`src/hw/rtl/dimdct_pkg.sv`:
```
// package for the direct-form inverse mdct block
// holds sizes, the cosine rom built at elaboration, the fsm type and
// the command and status structs; depends on nothing
`default_nettype none

package dimdct_pkg;

  // transform size and field widths
  localparam int BLOCK_N  = 32;
  localparam int COEF_W   = 20;
  localparam int COS_W    = 16;
  localparam int SAMPLE_W = 26;
  localparam int FRAC_W   = 15;
  localparam int PROD_W   = COEF_W + COS_W;
  // one guard bit over the rounded sample range covers the sum of N terms
  localparam int ACC_W    = SAMPLE_W + FRAC_W + 1;
  // rounded sum before saturation
  localparam int RND_W    = ACC_W - FRAC_W;
  localparam int K_W      = $clog2(BLOCK_N);
  localparam int N_W      = $clog2(2 * BLOCK_N);
  localparam int ROM_SIZE = 8 * BLOCK_N;
  localparam int QUARTER  = 2 * BLOCK_N;
  localparam int ROM_AW   = $clog2(ROM_SIZE);

  localparam logic [K_W-1:0] K_LAST = K_W'(BLOCK_N - 1);
  localparam logic [N_W-1:0] N_LAST = N_W'(2 * BLOCK_N - 1);

  // rom index of term k=0 for sample n=0, and its step over k
  localparam logic [ROM_AW-1:0] BASE_INIT   = ROM_AW'((1 + BLOCK_N) % ROM_SIZE);
  localparam logic [ROM_AW-1:0] STRIDE_INIT = ROM_AW'((2 + 2 * BLOCK_N) % ROM_SIZE);

  // taylor series constants, q30
  localparam longint unsigned TWO_PI_Q30 = 64'd6746518852;
  localparam longint unsigned ONE_Q30    = 64'd1073741824;
  localparam longint unsigned TAYLOR_DIV [1:8] = '{2, 12, 30, 56, 90, 132, 182, 240};

  typedef enum logic {
    ST_LOAD,
    ST_CALC
  } state_e;

  // controller to datapath, one step per cycle unless the datapath stalls
  typedef struct packed {
    logic              wr_en;
    logic [K_W-1:0]    wr_addr;
    logic              issue;
    logic [K_W-1:0]    rd_addr;
    logic [ROM_AW-1:0] rom_idx;
    logic              first_term;
    logic              last_term;
    logic              last_sample;
  } dp_cmd_t;

  // datapath to controller
  typedef struct packed {
    logic stall;
  } dp_status_t;

  typedef logic signed [COS_W-1:0] cos_rom_t [ROM_SIZE];

  // q15 cosine of 2*pi*j/ROM_SIZE over the first quadrant
  function automatic logic [COS_W-1:0] quarter_cos(input int unsigned j);
    longint unsigned x;
    longint unsigned x2;
    longint unsigned mag;
    longint          sum;
    longint          r;
    x   = (TWO_PI_Q30 * 64'(j) + 64'(ROM_SIZE / 2)) / ROM_SIZE;
    x2  = (x * x) >> 30;
    mag = ONE_Q30;
    sum = longint'(ONE_Q30);
    for (int t = 1; t <= 8; t++) begin
      mag = (mag * x2) >> 30;
      mag = mag / TAYLOR_DIV[t];
      if (t % 2 == 1) begin
        sum = sum - longint'(mag);
      end else begin
        sum = sum + longint'(mag);
      end
    end
    if (sum < 0) begin
      sum = 0;
    end
    if (sum > longint'(ONE_Q30)) begin
      sum = longint'(ONE_Q30);
    end
    r = (sum + 16384) >>> 15;
    if (r > 32767) begin
      r = 32767;
    end
    return r[COS_W-1:0];
  endfunction

  // full-wave table mirrored from the first quadrant
  function automatic cos_rom_t build_cos_rom();
    cos_rom_t rom;
    for (int i = 0; i < ROM_SIZE; i++) begin
      if (i <= QUARTER) begin
        rom[i] = $signed(quarter_cos(i));
      end else if (i <= 2 * QUARTER) begin
        rom[i] = -$signed(quarter_cos(2 * QUARTER - i));
      end else if (i <= 3 * QUARTER) begin
        rom[i] = -$signed(quarter_cos(i - 2 * QUARTER));
      end else begin
        rom[i] = $signed(quarter_cos(4 * QUARTER - i));
      end
    end
    return rom;
  endfunction

  localparam cos_rom_t COS_ROM = build_cos_rom();

  // a + b modulo ROM_SIZE, both operands already below ROM_SIZE
  function automatic logic [ROM_AW-1:0] rom_add(input logic [ROM_AW-1:0] a,
                                                input logic [ROM_AW-1:0] b);
    logic [ROM_AW:0] s;
    s = {1'b0, a} + {1'b0, b};
    if (s >= (ROM_AW+1)'(ROM_SIZE)) begin
      s = s - (ROM_AW+1)'(ROM_SIZE);
    end
    return s[ROM_AW-1:0];
  endfunction

endpackage

`default_nettype wire

```
`src/hw/rtl/dimdct_ctrl.sv`:
```
// controller: load counter, term and sample counters, rom index walk
// uses dimdct_pkg; drives dimdct_dp through dp_cmd_t
`default_nettype none

module dimdct_ctrl (
  input  wire logic                  clk_i,
  input  wire logic                  rst_ni,
  input  wire logic                  coefficient_valid_i,
  input  wire logic                  last_coefficient_i,
  output logic                       coefficient_ready_o,
  input  wire dimdct_pkg::dp_status_t status_i,
  output dimdct_pkg::dp_cmd_t        cmd_o
);

  dimdct_pkg::state_e                 state_q, state_d;
  logic [dimdct_pkg::K_W-1:0]         load_q, load_d;
  logic [dimdct_pkg::K_W-1:0]         k_q, k_d;
  logic [dimdct_pkg::N_W-1:0]         n_q, n_d;
  logic [dimdct_pkg::ROM_AW-1:0]      base_q, base_d;
  logic [dimdct_pkg::ROM_AW-1:0]      stride_q, stride_d;
  logic [dimdct_pkg::ROM_AW-1:0]      idx_q, idx_d;

  // state register
  always_ff @(posedge clk_i or negedge rst_ni) begin
    if (!rst_ni) begin
      state_q <= dimdct_pkg::ST_LOAD;
    end else begin
      state_q <= state_d;
    end
  end

  // counters
  always_ff @(posedge clk_i or negedge rst_ni) begin
    if (!rst_ni) begin
      load_q   <= '0;
      k_q      <= '0;
      n_q      <= '0;
      base_q   <= dimdct_pkg::BASE_INIT;
      stride_q <= dimdct_pkg::STRIDE_INIT;
      idx_q    <= dimdct_pkg::BASE_INIT;
    end else begin
      load_q   <= load_d;
      k_q      <= k_d;
      n_q      <= n_d;
      base_q   <= base_d;
      stride_q <= stride_d;
      idx_q    <= idx_d;
    end
  end

  // next state and commands
  always_comb begin
    state_d  = state_q;
    load_d   = load_q;
    k_d      = k_q;
    n_d      = n_q;
    base_d   = base_q;
    stride_d = stride_q;
    idx_d    = idx_q;

    coefficient_ready_o = 1'b0;
    cmd_o             = '0;
    cmd_o.wr_addr     = load_q;
    cmd_o.rd_addr     = k_q;
    cmd_o.rom_idx     = idx_q;
    cmd_o.first_term  = (k_q == '0);
    cmd_o.last_term   = (k_q == dimdct_pkg::K_LAST);
    cmd_o.last_sample = (k_q == dimdct_pkg::K_LAST) && (n_q == dimdct_pkg::N_LAST);

    case (state_q)
      dimdct_pkg::ST_LOAD: begin
        coefficient_ready_o = 1'b1;
        if (coefficient_valid_i) begin
          cmd_o.wr_en = 1'b1;
          if (last_coefficient_i) begin
            // flagged word: start the transform from sample 0
            load_d   = '0;
            k_d      = '0;
            n_d      = '0;
            base_d   = dimdct_pkg::BASE_INIT;
            stride_d = dimdct_pkg::STRIDE_INIT;
            idx_d    = dimdct_pkg::BASE_INIT;
            state_d  = dimdct_pkg::ST_CALC;
          end else if (load_q == dimdct_pkg::K_LAST) begin
            load_d = '0;
          end else begin
            load_d = load_q + 1'b1;
          end
        end
      end
      dimdct_pkg::ST_CALC: begin
        cmd_o.issue = 1'b1;
        if (!status_i.stall) begin
          if (k_q == dimdct_pkg::K_LAST) begin
            k_d = '0;
            if (n_q == dimdct_pkg::N_LAST) begin
              state_d = dimdct_pkg::ST_LOAD;
            end else begin
              // next sample: base moves by 2, stride by 4
              n_d      = n_q + 1'b1;
              base_d   = dimdct_pkg::rom_add(base_q, dimdct_pkg::ROM_AW'(2));
              stride_d = dimdct_pkg::rom_add(stride_q, dimdct_pkg::ROM_AW'(4));
              idx_d    = dimdct_pkg::rom_add(base_q, dimdct_pkg::ROM_AW'(2));
            end
          end else begin
            k_d   = k_q + 1'b1;
            idx_d = dimdct_pkg::rom_add(idx_q, stride_q);
          end
        end
      end
      default: begin
        state_d = dimdct_pkg::ST_LOAD;
      end
    endcase
  end

endmodule

`default_nettype wire

```
`src/hw/rtl/dimdct_dp.sv`:
```
// datapath: coefficient memory, cosine rom read, multiplier, accumulator,
// rounding and saturation, output register; uses dimdct_pkg
`default_nettype none

module dimdct_dp (
  input  wire logic                                clk_i,
  input  wire logic                                rst_ni,
  input  wire dimdct_pkg::dp_cmd_t                 cmd_i,
  input  wire logic signed [dimdct_pkg::COEF_W-1:0] coefficient_i,
  input  wire logic                                sample_ready_i,
  output dimdct_pkg::dp_status_t                   status_o,
  output logic signed [dimdct_pkg::SAMPLE_W-1:0]   sample_o,
  output logic                                     sample_valid_o,
  output logic                                     last_sample_o
);

  logic signed [dimdct_pkg::COEF_W-1:0] coef_mem [dimdct_pkg::BLOCK_N];

  logic                                  s1_valid_q, s1_first_q, s1_last_q, s1_lsmp_q;
  logic signed [dimdct_pkg::COEF_W-1:0]  coef_q;
  logic signed [dimdct_pkg::COS_W-1:0]   cos_q;
  logic                                  s2_valid_q, s2_first_q, s2_last_q, s2_lsmp_q;
  logic signed [dimdct_pkg::PROD_W-1:0]  prod_q;
  logic signed [dimdct_pkg::ACC_W-1:0]   acc_q;
  logic                                  fin_q, fin_last_q;
  logic                                  out_valid_q, out_last_q;
  logic signed [dimdct_pkg::SAMPLE_W-1:0] out_q;

  logic                                  stall;
  logic                                  advance;
  logic                                  load_out;
  logic signed [dimdct_pkg::ACC_W-1:0]   rnd_sum;
  logic signed [dimdct_pkg::RND_W-1:0]   rnd;
  logic signed [dimdct_pkg::SAMPLE_W-1:0] sat;

  // finished sum waiting on a full output register freezes the pipe
  assign stall      = fin_q && out_valid_q && !sample_ready_i;
  assign advance    = !stall;
  assign load_out   = fin_q && !stall;
  assign status_o.stall = stall;

  // coefficient store write port
  always_ff @(posedge clk_i) begin
    if (cmd_i.wr_en) begin
      coef_mem[cmd_i.wr_addr] <= coefficient_i;
    end
  end

  // operand fetch, product and accumulator payload
  always_ff @(posedge clk_i) begin
    if (advance) begin
      if (cmd_i.issue) begin
        coef_q <= coef_mem[cmd_i.rd_addr];
        cos_q  <= dimdct_pkg::COS_ROM[cmd_i.rom_idx];
      end
      prod_q <= coef_q * cos_q;
      if (s2_valid_q) begin
        if (s2_first_q) begin
          acc_q <= dimdct_pkg::ACC_W'(prod_q);
        end else begin
          acc_q <= acc_q + dimdct_pkg::ACC_W'(prod_q);
        end
      end
    end
  end

  // pipeline tags
  always_ff @(posedge clk_i or negedge rst_ni) begin
    if (!rst_ni) begin
      s1_valid_q <= 1'b0;
      s1_first_q <= 1'b0;
      s1_last_q  <= 1'b0;
      s1_lsmp_q  <= 1'b0;
      s2_valid_q <= 1'b0;
      s2_first_q <= 1'b0;
      s2_last_q  <= 1'b0;
      s2_lsmp_q  <= 1'b0;
      fin_q      <= 1'b0;
      fin_last_q <= 1'b0;
    end else if (advance) begin
      s1_valid_q <= cmd_i.issue;
      s1_first_q <= cmd_i.first_term;
      s1_last_q  <= cmd_i.last_term;
      s1_lsmp_q  <= cmd_i.last_sample;
      s2_valid_q <= s1_valid_q;
      s2_first_q <= s1_first_q;
      s2_last_q  <= s1_last_q;
      s2_lsmp_q  <= s1_lsmp_q;
      fin_q      <= s2_valid_q && s2_last_q;
      fin_last_q <= s2_lsmp_q;
    end
  end

  // round half up by 15 bits, then saturate
  always_comb begin
    rnd_sum = acc_q + dimdct_pkg::ACC_W'(1 << (dimdct_pkg::FRAC_W - 1));
    rnd     = rnd_sum[dimdct_pkg::ACC_W-1:dimdct_pkg::FRAC_W];
    if (rnd[dimdct_pkg::RND_W-1] != rnd[dimdct_pkg::RND_W-2]) begin
      sat = rnd[dimdct_pkg::RND_W-1] ? {1'b1, {(dimdct_pkg::SAMPLE_W-1){1'b0}}}
                                     : {1'b0, {(dimdct_pkg::SAMPLE_W-1){1'b1}}};
    end else begin
      sat = rnd[dimdct_pkg::SAMPLE_W-1:0];
    end
  end

  // output register
  always_ff @(posedge clk_i or negedge rst_ni) begin
    if (!rst_ni) begin
      out_valid_q <= 1'b0;
      out_last_q  <= 1'b0;
    end else if (load_out) begin
      out_valid_q <= 1'b1;
      out_last_q  <= fin_last_q;
    end else if (sample_ready_i) begin
      out_valid_q <= 1'b0;
    end
  end

  always_ff @(posedge clk_i) begin
    if (load_out) begin
      out_q <= sat;
    end
  end

  assign sample_o       = out_q;
  assign sample_valid_o = out_valid_q;
  assign last_sample_o  = out_last_q;

endmodule

`default_nettype wire

```
`src/hw/rtl/direct_imdct.sv`:
```
// top level of the direct-form inverse mdct
// instantiates dimdct_ctrl and dimdct_dp; uses dimdct_pkg
`default_nettype none

// Loads BLOCK_N coefficient words, one per cycle, into a small memory; the
// word flagged last_coefficient_i starts the transform and 2*BLOCK_N sample
// words follow in order, last_sample_o marking the final one. Every sample
// is a sum of BLOCK_N products on one shared multiply-accumulate unit, so
// that single MAC sets the throughput. No coefficient is taken while a
// transform runs. A finished sum that meets a held output sample stops the
// MAC pipe until that sample is taken. Without the flag, loading wraps to
// position 0 after BLOCK_N words and nothing is emitted; an early flag uses
// the store as it stands.
module direct_imdct (
  input  wire logic                                 clk_i,
  input  wire logic                                 rst_ni,
  input  wire logic                                 coefficient_valid_i,
  output logic                                      coefficient_ready_o,
  input  wire logic signed [dimdct_pkg::COEF_W-1:0] coefficient_i,
  input  wire logic                                 last_coefficient_i,
  output logic                                      sample_valid_o,
  input  wire logic                                 sample_ready_i,
  output logic signed [dimdct_pkg::SAMPLE_W-1:0]    sample_o,
  output logic                                      last_sample_o
);

  dimdct_pkg::dp_cmd_t    cmd;
  dimdct_pkg::dp_status_t status;

  // sequencer
  dimdct_ctrl u_ctrl (
    .clk_i               (clk_i),
    .rst_ni              (rst_ni),
    .coefficient_valid_i (coefficient_valid_i),
    .last_coefficient_i  (last_coefficient_i),
    .coefficient_ready_o (coefficient_ready_o),
    .status_i            (status),
    .cmd_o               (cmd)
  );

  // mac datapath
  dimdct_dp u_dp (
    .clk_i          (clk_i),
    .rst_ni         (rst_ni),
    .cmd_i          (cmd),
    .coefficient_i  (coefficient_i),
    .sample_ready_i (sample_ready_i),
    .status_o       (status),
    .sample_o       (sample_o),
    .sample_valid_o (sample_valid_o),
    .last_sample_o  (last_sample_o)
  );

endmodule

`default_nettype wire

```
`config.mk`:
```
export PLATFORM = sky130hd
export DESIGN_NAME = direct_imdct
export DESIGN_NICKNAME = d
export VERILOG_FILES = /design/src/hw/rtl/dimdct_pkg.sv /design/src/hw/rtl/dimdct_ctrl.sv /design/src/hw/rtl/dimdct_dp.sv /design/src/hw/rtl/direct_imdct.sv
export SDC_FILE = /design/constraint.sdc
export NUM_CORES = 2
export LEC_CHECK = 0
export ABC_AREA = 0
export BUFFER_PORTS_ARGS = -buffer_cell sky130_fd_sc_hd__buf_4
export CAP_MARGIN = 20
export CORE_MARGIN = 2
export CORE_UTILIZATION = 50
export DETAILED_ROUTE_END_ITERATION = 8
export PLACE_DENSITY = 0.66
export SKIP_LAST_GASP = 1
export SYNTH_ARGS = -nofsm -noshare
export SYNTH_HDL_FRONTEND = slang
export SYNTH_SLANG_ARGS = --single-unit
```
`constraint.sdc`:
```
create_clock -name clk_i -period 5.8 [get_ports clk_i]
set_input_delay 0.29 -clock clk_i [delete_from_list [all_inputs] [get_ports clk_i]]
set_output_delay 0.29 -clock clk_i [all_outputs]
set_load 0.02 [all_outputs]
```
==> results.md <==
* Post-synth EDFFs at 780
* Post-Syn Nets at 4476
* Worst hold path cell count at 1
* Non-filler cells, final at 5563
* Fmax at 160 MHz
* Drt first pass iters at 7
* Worst Tran Pin Value at 1.31 ns
* Initial antenna violation count at 6
* Row count at 116
* Max Buffers Root-to-Sink at 3
* Clock latency on the worst-skew pair at 0.68 ns
* First-pass GRT wire length at 198 mm
* Seq cells post-synth at 831
* Hold Path Class: in2reg
* R2R Path End: u_dp.prod_q[35]
* Vias at 32900
* Worst Reg-to-Reg Cells at 21
* Area of the multi-input gates at 24100 um2
* TritonCTS Sinks at 831
* CP max FO at 5
* Cells after synthesis at 3967
* Fillers at 7959
* Final period util at 108%
* Worst hold margin at 0.0367 ns
* Kind of end point of the critical path: register
* # DRC at 0
* Die W at 322 um
* Area Growth Syn to Fin at 12.8%
* Worst slew margin at 12.8%
* Die ar. at 104000 um2
* Hold Vio Cnt, Final at 0
* Total grt overflow at 0
* PortBufs at 53
* Post-synthesis sequential area ratio at 48.8%
* Failing checks: setup timing
* Area occupied by registers at 24700 um2
* Iteration-0 DRC Markers at 3382
* Starting Density at 50.5%
* RSZ-0062 raised after global routing: true
* Synth Warn # at 0
* FF-to-FF setup slack at -0.46 ns
* Placed insts at 5373
* Hold Crit Start: coefficient_i[15]
* Core box area at 100000 um2
* Layout Utilization at 57.0%
* Outcome: finished, violations left
* Synth Cell Area at 50700 um2
* Worst r2r src: u_dp.cos_q[4]
* Vias/cell at 5.92
* Setup violators final at 11
* CTS tree: built
* Worst-path clk slew at 0.06 ns
* Crit path kind: reg2reg
* Mean post-synth cell area at 12.8 um2
* Arrival time at the worst endpoint at 6.65 ns
* Final worst slack at -0.460 ns
* GRT Util Overall at 24.9%
* Detail Placement HPWL at 85.3 mm
* IO Count at 54
* Gpl congestion at 1.01
* Most used DFF post-synth: edfxtp_1
* CP Launch Point: u_dp.cos_q[4]
* Vias in the first global route at 33700
* Data required, critical path at 6.19 ns
* Net count reported at finish at 4650
* Antenna Nets Post-Route at 0
* Largest net degree at the start of global routing at 162
* Ys async rst share at 6.14%
* Hold path endpoint: u_dp.coef_mem[23][15]
* # H-tree levels at 3
* Unique masters post-synth at 87
* Share of cells above drive strength 1 at 19.1%
* Clock skew at 0.0652 ns
* Drt wl/cell at 23.1 um
* CP startpoint kind: register
* Detailed Route WL at 128 mm
* CTS buffer count at 83
* Max Slew Vio Count at 0
* Maxcap violations at 0
* Clock root buffer: clkbuf_16
* Die H at 322 um
* Crit path time final at 6.26 ns
==> routing by layer <==
layer	up-vias	routed length, um	part of all wire (%)	track usage (%)
li1	14600	-	-	-
met1	16800	52900	41	33.6
met2	1253	63000	49	41.6
met3	250	8600	6.7	4.17
met4	4	3860	3.0	7.79
met5	-	22	0.017	0
==> cells in the final DEF (no fill, tap or decap), types with 70 or more instances in the layout <==
cell,count
edfxtp_1,780
inv_1,380
nand2_1,378
fa_1,303
buf_4,277
mux4_2,208
o21ai_0,194
a21oi_1,176
nor2_1,160
ha_1,155
and2_1,153
clkbuf_16,85
nand3_1,70
==> area by class of cell <==
| type | count | area share, % |
|---|---|---|
| Antenna cell | 2 | 0.00875 |
| Clock buffer | 101 | 3.75 |
| Clock inverter | 47 | 0.731 |
| Inverter | 393 | 2.58 |
| Multi-Input combinational cell | 2518 | 42.1 |
| Sequential cell | 831 | 43.3 |
| Tap cell | 1357 | 2.97 |
| Timing Repair Buffer | 314 | 4.58 |
==> critical path, cell delays in order, from the launching register on <==
cell and delay (ns):
edfxtp_1 0.45, buf_6 0.17, clkbuf_16 0.15, and2_4 0.14, fa_1 0.54, inv_1 0.06, fa_2 0.54, fa_2 0.45
fa_1 0.56, inv_2 0.04, fa_1 0.49, fa_1 0.45, ha_4 0.30, and4_1 0.19, o311a_1 0.21, a21oi_4 0.09
o31ai_4 0.29, a2111oi_4 0.11, or3_4 0.43, o21ai_4 0.16, a221oi_2 0.08, xnor2_1 0.13
==> synth_stat cells, types with 64 or more instances <==
cell type	count	area, um2
and2_1	156	976
nand3_1	71	355
a21oi_1	188	941
fa_1	319	6390
mux4_2	208	4680
inv_1	388	1460
nand2_1	383	1440
xnor2_1	64	561
ha_1	165	2060
nor2_1	194	728
clkbuf_1	177	664
edfxtp_1	780	23400
o21ai_0	202	1010
==> sequential cells by signal, summed over array words and instances, names as in the netlist, 5 cells and up <==
register	count
u_dp.cos_q	16
u_ctrl.k_q	5
u_ctrl.n_q	6
u_ctrl.idx_q	8
u_dp.coef_q	20
u_dp.sample_o	26
u_ctrl.base_q	8
u_ctrl.load_q	5
u_dp.coef_mem	640
u_ctrl.stride_q	6
u_dp.prod_q	36
u_dp.acc_q	42
==> through the flow <==
| step | setup TNS [ns] | setup slack, ns | area [um2] |
|---|---|---|---|
| 5_1_grt | -5.31 | -0.668 | 57200 |
| 4_1_cts | -1.56 | -0.372 | 56800 |
| 3_3_place_gp | -2.19 | -0.362 | 53900 |
| 2_1_floorplan | -0.172 | -0.109 | 50800 |
| 3_5_place_dp | -2.88 | -0.390 | 53900 |
| 6_report | -2.64 | -0.460 | 57200 |
==> logic make-up (layout without fill, tap and decap cells) <==
family / count (synthesis) / count (layout) / share of synthesized area [%]
buf+inv: 618 / 855 / 4.60
compound gates: 681 / 681 / 8.62
other cells: 0 / 2 / 0
xor+xnor: 114 / 114 / 1.97
flops: 831 / 831 / 48.8
simple gates: 991 / 991 / 9.26
fa+ha+maj: 484 / 484 / 16.7
mux: 248 / 248 / 10.1
==> worst max-delay path by stage <==
stage	endpoint	cells past startpoint	slack, ns
after floorplan	u_dp.prod_q[35]	21	-0.11
after global placement	u_dp.prod_q[35]	21	-0.36
after detailed placement	u_dp.prod_q[28]	23	-0.39
after CTS	u_dp.prod_q[35]	22	-0.37
after global routing	u_dp.prod_q[35]	23	-0.67
final	u_dp.prod_q[35]	21	-0.46
==> repair_timing <==
action,4_1_cts,5_1_grt
setup buffers,15,13
endpoints found under the setup margin,12,17
resized for setup,25,54
hold endpoints to repair,151,0
hold buffers,11,0
pin swaps,9,34
cloned,0,2
Power is not shown: default switching activity piles up to over one toggle a cycle in this logic, so the estimate is an artifact.
